File: src/design/pcog_pkg.sv
// shared types, constants and helpers for the occupancy grid block
`default_nettype none

package pcog_pkg;

  // parameter defaults for the top level
  localparam int MaxPointsDef = 4096;
  localparam int GridDimDef   = 256;
  localparam int MaxKernelDef = 7;

  // fixed widths
  localparam int KW    = 4;   // kernel edge, up to 15
  localparam int DivW  = 34;  // divider dividend and quotient
  localparam int CellW = 16;  // divisor
  localparam int SizeW = 9;   // grid width and height

  // opcodes
  localparam logic OP_LOAD = 1'b0;
  localparam logic OP_READ = 1'b1;

  // configuration register indexes
  localparam logic [2:0] CFG_HEIGHT_MIN = 3'd0;
  localparam logic [2:0] CFG_HEIGHT_MAX = 3'd1;
  localparam logic [2:0] CFG_CELL_SIZE  = 3'd2;
  localparam logic [2:0] CFG_MAX_CELLS  = 3'd3;
  localparam logic [2:0] CFG_CLOSING    = 3'd4;
  localparam logic [2:0] CFG_KERNEL     = 3'd5;

  typedef struct packed {
    logic               opcode;
    logic signed [31:0] point_x;
    logic signed [31:0] point_y;
    logic signed [31:0] point_z;
    logic               last_point;
    logic [7:0]         read_row;
    logic [1:0]         read_word;
  } in_t;

  typedef struct packed {
    logic               map_valid;
    logic [8:0]         map_width;
    logic [8:0]         map_height;
    logic signed [31:0] origin_x;
    logic signed [31:0] origin_y;
    logic [63:0]        row_bits;
  } out_t;

  // bounding box of the kept points
  typedef struct packed {
    logic signed [31:0] min_x;
    logic signed [31:0] max_x;
    logic signed [31:0] min_y;
    logic signed [31:0] max_y;
  } box_t;

  typedef enum logic [4:0] {
    S_IDLE,
    S_RD_ADDR,
    S_RD_OUT,
    S_DIV_W_GO,
    S_DIV_W,
    S_DIV_H_GO,
    S_DIV_H,
    S_CLR,
    S_PT_ADDR,
    S_PT_LATCH,
    S_DX_GO,
    S_DX,
    S_DY_GO,
    S_DY,
    S_SET_RD,
    S_SET_WR,
    S_TAP_ADDR,
    S_TAP_DATA,
    S_WIN_WR,
    S_DONE
  } state_e;

  // negate, saturating the most negative value
  function automatic logic signed [31:0] neg_sat(input logic signed [31:0] v);
    logic signed [31:0] r;
    if (v == 32'sh8000_0000) begin
      r = 32'sh7fff_ffff;
    end else begin
      r = -v;
    end
    return r;
  endfunction

endpackage

`default_nettype wire

File: src/design/pcog_div.sv
// restoring divider, one quotient bit per cycle
`default_nettype none

module pcog_div (
  input  wire logic                      clk_i,
  input  wire logic                      rst_ni,
  input  wire logic                      start_i,
  input  wire logic [pcog_pkg::DivW-1:0]  dividend_i,
  input  wire logic [pcog_pkg::CellW-1:0] divisor_i,
  output logic                           done_o,
  output logic [pcog_pkg::DivW-1:0]      quot_o
);
  import pcog_pkg::*;

  localparam int CntW = $clog2(DivW);

  logic            busy_q, busy_d;
  logic            done_q, done_d;
  logic [CntW-1:0] cnt_q, cnt_d;
  logic [DivW-1:0] dvd_q, dvd_d;
  logic [CellW-1:0] rem_q, rem_d;
  logic [CellW-1:0] dsr_q, dsr_d;
  logic [CellW:0]  rem_sh;
  logic            ge;

  // load on start, otherwise one restoring step while busy
  always_comb begin
    rem_sh = {rem_q, dvd_q[DivW-1]};
    ge     = rem_sh >= {1'b0, dsr_q};
    busy_d = busy_q;
    done_d = 1'b0;
    cnt_d  = cnt_q;
    dvd_d  = dvd_q;
    rem_d  = rem_q;
    dsr_d  = dsr_q;
    if (start_i) begin
      busy_d = 1'b1;
      cnt_d  = '0;
      dvd_d  = dividend_i;
      rem_d  = '0;
      dsr_d  = divisor_i;
    end else if (busy_q) begin
      rem_d = ge ? CellW'(rem_sh - {1'b0, dsr_q}) : CellW'(rem_sh);
      dvd_d = {dvd_q[DivW-2:0], ge};
      cnt_d = cnt_q + CntW'(1);
      if (cnt_q == CntW'(DivW - 1)) begin
        busy_d = 1'b0;
        done_d = 1'b1;
      end
    end
  end

  // control state
  always_ff @(posedge clk_i or negedge rst_ni) begin
    if (!rst_ni) begin
      busy_q <= 1'b0;
      done_q <= 1'b0;
    end else begin
      busy_q <= busy_d;
      done_q <= done_d;
    end
  end

  // working registers
  always_ff @(posedge clk_i) begin
    cnt_q <= cnt_d;
    dvd_q <= dvd_d;
    rem_q <= rem_d;
    dsr_q <= dsr_d;
  end

  assign done_o = done_q;
  assign quot_o = dvd_q;

endmodule

`default_nettype wire

File: config.mk
export PLATFORM = sky130hd
export DESIGN_NAME = pcog_div
export DESIGN_NICKNAME = d
export VERILOG_FILES = /design/src/design/pcog_pkg.sv /design/src/design/pcog_div.sv
export SDC_FILE = /design/constraint.sdc
export NUM_CORES = 1
export LEC_CHECK = 0
export ABC_AREA = 1
export BUFFER_PORTS_ARGS = -buffer_cell sky130_fd_sc_hd__buf_2
export CAP_MARGIN = 10
export CORE_ASPECT_RATIO = 0.5
export CORE_MARGIN = 3
export CORE_UTILIZATION = 40
export CTS_CLUSTER_DIAMETER = 80
export DETAILED_ROUTE_END_ITERATION = 12
export PLACE_DENSITY_LB_ADDON = 0.12
export SLEW_MARGIN = 20
export SYNTH_ARGS = -nofsm -noshare
export SYNTH_HDL_FRONTEND = slang
export SYNTH_SLANG_ARGS = --single-unit
File: constraint.sdc
create_clock -name clk_i -period 5.7 [get_ports clk_i]
set_clock_uncertainty 0.2 [all_clocks]
set_input_delay 1.425 -clock clk_i [delete_from_list [all_inputs] [get_ports clk_i]]
set_output_delay 1.425 -clock clk_i [all_outputs]
set_load 0.03 [all_outputs]
Word level (Yosys, flattened, before mapping)

Index checks and enable logic that the tools add are counted.

Bits in registers: 74
Input bits: 53
Logic and storage cells: 20
Output and inout bits: 35

Equality and inequality tests: 1
Add/sub/neg operators: 2
Mux-type cells: 9
Order comparisons: 1
Reduce and logical (&&, ||, !) cells: 1

Operators by type and width:

| operator                                                       | count |
|---|---|
| 34-bit two-way mux                                             | 2 |
| 17-bit by 16-bit >= comparator with 1-bit output               | 1 |
| 16-bit two-way mux                                             | 1 |
| 16-bit subtractor                                              | 1 |
| 6-bit by 1-bit adder with 6-bit output (second input constant) | 1 |
| 6-bit equality test (second input constant)                    | 1 |
| 1-bit two-way mux                                              | 6 |
| 2-bit nonzero test                                             | 1 |

Longest topological paths before layout

Depth after elaboration: 4
Gate-level depth with buffers: 15
Depth with buffers taken out: 14

Worst setup path before layout

OpenSTA, ideal clock, no wires.

Kind: input-to-reg
Start point: input port start_i
End point: register dvd_q[0] (netlist: quot_o[0]) (enable)
Required time: 5111 ps
Buffers on the path: 1
Library setup time: 389 ps
Arrival: 2553 ps
Stages on the path: 3
Setup slack: 2558 ps
Path through: clkbuf_1 -> nor2_1 -> inv_1

Longest elaborated chain between the ends: 1

Ends and longest elaborated chain:

| item                         | RTL line       | RTL |
|---|---|---|
| start, declared              | pcog_div.sv:7  | `input wire logic start_i,` |
| 2-bit nonzero test (no line) | n/a            |  |
| end signal, assigned         | pcog_div.sv:67 | `dvd_q <= dvd_d;` |
| end, declared                | pcog_div.sv:20 | `logic [DivW-1:0] dvd_q, dvd_d;` |

Every way passes these cells.
A chain may end at the register's enable or synchronous reset.

Worst setup path in the final report

Start point: register dvd_q[0] (netlist: quot_o[0])
End point: output port quot_o[0] (netlist bit)

RTL lines:

| item          | RTL line       | RTL |
|---|---|---|
| end, declared | pcog_div.sv:11 | `output logic [pcog_pkg::DivW-1:0] quot_o` |

No word-level cell between the ends.

==> impl_results.html <==
<table>
<tr><th>Metric</th><th>Value</th></tr>
<tr><th colspan="2">Timing</th></tr>
<tr><td>Final setup viols</td><td>0</td></tr>
<tr><td>Tmin final</td><td>approximately 2600 ps</td></tr>
<tr><td>Tightest slew margin relative to the limit</td><td>a little over two thirds</td></tr>
<tr><td>Final-report max-slew violation count</td><td>0</td></tr>
<tr><td>Portion of the clock cycle consumed by the worst path in the final layout</td><td>a little under half</td></tr>
<tr><td>Slew of the pin with the lowest slew margin</td><td>around 460 ps</td></tr>
<tr><td>RSZ-0062 raised after global routing</td><td>false</td></tr>
<tr><td>Number of hold violations in the final report</td><td>0</td></tr>
<tr><td>Total Negative Setup Slacks</td><td>0 ps</td></tr>
<tr><td>Top achievable clock speed</td><td>385.6 MHz</td></tr>
<tr><th colspan="2">Clocking</th></tr>
<tr><td>CTS H-Tree Depth</td><td>3</td></tr>
<tr><td>Number of buffers added by the clock tree synthesis step</td><td>9</td></tr>
<tr><td>Post-CTS clock slew at the launch and capture registers of the worst setup and hold paths</td><td>60 ps</td></tr>
<tr><td>Clock tree root buffer cell</td><td>sky130_fd_sc_hd__clkbuf_16</td></tr>
<tr><td>Buffer levels on the longest clock path</td><td>2</td></tr>
<tr><td>Clock sink total</td><td>between 70 and 80</td></tr>
<tr><td>CTS hold repair buffers</td><td>0</td></tr>
<tr><td>Number of resized instances in the post-cts repair step</td><td>0</td></tr>
<tr><td>Post-CTS setup buffers</td><td>0</td></tr>
<tr><td>CTS tree</td><td>built</td></tr>
<tr><td>Skew-Pair Late Insertion Delay</td><td>approximately 340 ps</td></tr>
<tr><th colspan="2">Setup path</th></tr>
<tr><td>WP data required</td><td>between 4000 and 5000 ps</td></tr>
<tr><td>Arrival time of data at the critical path endpoint</td><td>970 ps</td></tr>
<tr><td>Cell Chain, Critical Path</td><td>buf_2</td></tr>
<tr><td>Crit path capture type</td><td>output pin</td></tr>
<tr><td>Maximum fanout encountered on the critical timing path</td><td>2</td></tr>
<tr><td>Slowest CP cell</td><td>sky130_fd_sc_hd__edfxtp_1</td></tr>
<tr><td>Worst reg-to-reg setup slack</td><td>roughly 3500 ps</td></tr>
<tr><td>Reg-to-Reg Start</td><td>rem_q[13]</td></tr>
<tr><td>Maximum cell stage delay along the critical path</td><td>430 ps</td></tr>
<tr><td>Kind of start point of the critical path</td><td>flip-flop</td></tr>
<tr><td>Type of the worst setup path</td><td>flip-flop to output pin</td></tr>
<tr><td>CP delay by family, top</td><td>flip-flops</td></tr>
<tr><td>Worst r2r dst</td><td>rem_q[14]</td></tr>
<tr><td>Critical path startpoint</td><td>quot_o[0]</td></tr>
<tr><td>Sum of buffers and inverters on the critical path</td><td>1</td></tr>
<tr><td>Crit path depth</td><td>1</td></tr>
<tr><td>FF-to-FF path depth</td><td>9</td></tr>
<tr><td>Worst Setup EP</td><td>quot_o[0]</td></tr>
<tr><th colspan="2">Die</th></tr>
<tr><td>Count of standard-cell rows</td><td>25</td></tr>
<tr><td>Height of the chip</td><td>about 79 um</td></tr>
<tr><td>Die area</td><td>between 0.01 and 0.015 mm2</td></tr>
<tr><td>Initial core utilization</td><td>between 40% and 50%</td></tr>
<tr><td>Horizontal die dimension</td><td>approximately 150 um</td></tr>
<tr><td>Std-Cell Core Area</td><td>between 0.009 and 0.01 mm2</td></tr>
<tr><td>Top-level port count</td><td>between 80 and 90</td></tr>
<tr><th colspan="2">Synth</th></tr>
<tr><td>Most used standard cells in the synthesized netlist</td><td>sky130_fd_sc_hd__nand2_1 (226), sky130_fd_sc_hd__inv_1 (74), sky130_fd_sc_hd__edfxtp_1 (50)</td></tr>
<tr><td>Count of synthesis-stage warnings from yosys</td><td>0</td></tr>
<tr><td>FF+latch count, synth</td><td>74</td></tr>
<tr><td>Count of distinct cell types in the synthesized netlist</td><td>32</td></tr>
<tr><td>Syn_nets</td><td>607</td></tr>
<tr><td>Synth Area per Inst</td><td>between 7 and 8 um2</td></tr>
<tr><td>Largest cells by area after synthesis</td><td>sky130_fd_sc_hd__edfxtp_1 (36%), sky130_fd_sc_hd__nand2_1 (20%), sky130_fd_sc_hd__dfxtp_1 (10%)</td></tr>
<tr><td>Proportion of synthesized flip-flops having asynchronous set or reset</td><td>under 10%</td></tr>
<tr><td>Synth Flop Type</td><td>sky130_fd_sc_hd__edfxtp_1</td></tr>
<tr><td>Cell Area, Synth</td><td>0.004210 mm2</td></tr>
<tr><td>Cell with the most instances after synthesis</td><td>sky130_fd_sc_hd__nand2_1</td></tr>
<tr><td>Dominant cell type by area after synthesis</td><td>sky130_fd_sc_hd__edfxtp_1</td></tr>
<tr><td>Area share of the leading cell type in the synthesized netlist</td><td>between 30% and 40%</td></tr>
<tr><td>Gate Count Post-Synth</td><td>between 500 and 600</td></tr>
<tr><td>Fraction of the yosys area taken by sequential cells</td><td>between 40% and 50%</td></tr>
<tr><td>Number of enable flip-flop cells after synthesis</td><td>50</td></tr>
<tr><th colspan="2">Cells and area</th></tr>
<tr><td>Antenna diodes</td><td>0</td></tr>
<tr><td>Final nets</td><td>approximately 700</td></tr>
<tr><td>Area growth, synth to finish</td><td>20.12%</td></tr>
<tr><td>Count of placed standard cells in the final layout, fillers left out</td><td>around 760</td></tr>
<tr><td>Fillers</td><td>approximately 980</td></tr>
<tr><td>Ratio of cells with drive above 1 in the final layout</td><td>21.34%</td></tr>
<tr><th colspan="2">Global routing</th></tr>
<tr><td>Number of antenna violations at the first check in global routing</td><td>1</td></tr>
<tr><td>Total congestion overflow after global routing</td><td>0</td></tr>
<tr><td>Largest net degree at the start of global routing</td><td>40</td></tr>
<tr><td>Combined global-route utilization of all metal layers</td><td>17.60%</td></tr>
<tr><td>Global-route wire length before repair</td><td>16.23 mm</td></tr>
<tr><td>Vias in the first global route</td><td>between 3,000 and 4,000</td></tr>
<tr><th colspan="2">Min path</th></tr>
<tr><td>Type of the most critical hold path</td><td>flip-flop to flip-flop</td></tr>
<tr><th colspan="2">Power and ir drop</th></tr>
<tr><td>Gate power share</td><td>between 40% and 50%</td></tr>
<tr><td>Share of power burned in registers</td><td>approximately a third</td></tr>
<tr><td>Power density over the cells</td><td>444.4 mW/mm2</td></tr>
<tr><td>Cell internal pwr</td><td>1.342 mW</td></tr>
<tr><td>Switching power</td><td>approximately 0.91 mW</td></tr>
<tr><td>Net Sw Frac</td><td>roughly two fifths</td></tr>
<tr><td>Static Leak</td><td>2.677 nW</td></tr>
<tr><td>Clock group share of total power</td><td>26.0%</td></tr>
<tr><td>Worst voltage drop across the vdd grid</td><td>between 150 and 200 uV</td></tr>
<tr><th colspan="2">Route</th></tr>
<tr><td>Average routed wire per standard cell</td><td>13.16 um</td></tr>
<tr><td>Detailed Route WL</td><td>~10 mm</td></tr>
<tr><td>Antenna-violating nets left</td><td>0</td></tr>
<tr><td>Via density per instance</td><td>~4.6</td></tr>
<tr><td># DRC</td><td>0</td></tr>
<tr><td>Initial drt markers</td><td>245</td></tr>
<tr><td>Via count</td><td>between 3,000 and 4,000</td></tr>
<tr><td>Number of iterations in the first detailed-routing pass</td><td>5</td></tr>
<tr><th colspan="2">Run</th></tr>
<tr><td>Total of max-cap violations</td><td>0</td></tr>
<tr><th colspan="2">Placed design</th></tr>
<tr><td>Placed insts</td><td>between 700 and 800</td></tr>
<tr><td>Count of port buffers added during placement</td><td>87</td></tr>
<tr><td>GP Congestion</td><td>approximately 0.84</td></tr>
<tr><td>Post-detail-place hpwl</td><td>slightly above 7 mm</td></tr>
<tr><th colspan="2">Run status</th></tr>
<tr><td>Outcome</td><td>finished, final reports clean</td></tr>
</table>
registers in the layout, indices dropped and copies added, names as in the netlist:
register  flops
done_o        1
busy_q        1
rem_q        16
cnt_q         6
dsr_q        16
quot_o       34
cell type report:
class	count	area (um2)	area share (%)
Multi-Input combinational cell	370	1837	36.32
Clock inverter	7	76.32	1.509
Clock buffer	9	225.2	4.453
Timing Repair Buffer	92	473.0	9.352
Sequential cell	74	1992	39.39
Tap cell	135	168.9	3.340
Inverter	76	285.3	5.641
power by group through the flow:
stage / clock network, mW / logic (mW) / registers (mW)
2_1_floorplan: 0 / 0.721 / 0.776
3_3_place_gp: 0 / 0.925 / 0.741
3_5_place_dp: 0 / 0.935 / 0.739
4_1_cts: 0.597 / 0.940 / 0.731
5_1_grt: 0.622 / 1.07 / 0.742
6_report: 0.584 / 0.932 / 0.732
through the flow:
stage | util [%] | total power, mW | hold slack, ps | worst slack, ps | area [um2]
floorplan | - | 1.497 | 243.6 | 2558 | 4210
global placement | 48.42 | 1.667 | 262.1 | 2788 | 4756
detailed placement | 48.42 | 1.674 | 265.4 | 2719 | 4756
CTS | 51.49 | 2.268 | 276.9 | 3066 | 5057
global route | 51.49 | 2.436 | 294.0 | 3008 | 5057
finish | 51.49 | 2.248 | 274.5 | 3107 | 5057
cell usage in the layout, fill, tap and decap left out, drive strengths merged:
| cell type | n |
|---|---|
| nand4 | 4 |
| o21ai | 3 |
| xor2 | 2 |
| dfrtp | 2 |
| dfxtp | 22 |
| bufinv | 1 |
| and2 | 1 |
| nand3b | 4 |
| a31oi | 1 |
| nand3 | 43 |
| clkinv | 2 |
| inv | 79 |
| buf | 92 |
| a21oi | 15 |
| edfxtp | 50 |
| clkbuf | 9 |
| o21a | 1 |
| nor3 | 7 |
| ha | 18 |
| nor3b | 1 |
| nand2 | 241 |
| nor2 | 23 |
| fa | 1 |
| xnor2 | 5 |
| clkinvlp | 1 |
per-layer routing:
metal / GRT usage [%] / share of wire [%] / up-vias
li1: - / - / 1859
met1: 24.61 / 51 / 1518
met2: 26.41 / 41 / 102
met3: 5.421 / 7.2 / 10
met4: 4.702 / 1.0 / 2
met5: 0 / 0.13 / -
cell families after synthesis:
logic type / Yosys count / share of synthesized area (%)
DFF: 74 / 47.31
adders and majority gates: 19 / 5.825
buffers and inverters: 91 / 9.064
xor gates and xnor gates: 7 / 1.456
AOI/OAI and AO/OA: 20 / 2.734
and+or+nand+nor: 324 / 33.61
worst min-delay path by stage:
| stage | start | end | slack, ps | depth (start not counted) |
|---|---|---|---|---|
| 2_1_floorplan | rem_q[1] | rem_q[1] | 240 | 2 |
| 3_3_place_gp | rem_q[1] | rem_q[1] | 260 | 2 |
| 3_5_place_dp | rem_q[14] | rem_q[14] | 270 | 2 |
| 4_1_cts | rem_q[4] | rem_q[4] | 280 | 2 |
| 5_1_grt | rem_q[5] | rem_q[5] | 290 | 2 |
| 6_report | rem_q[3] | rem_q[3] | 270 | 2 |
tightest hold or removal path, stage by stage, from the launching register on:
cell                      delay, ps
sky130_fd_sc_hd__dfxtp_1        320
sky130_fd_sc_hd__nand2_1         60
sky130_fd_sc_hd__nand2_1         40
Power figures use the tool's default switching activity.
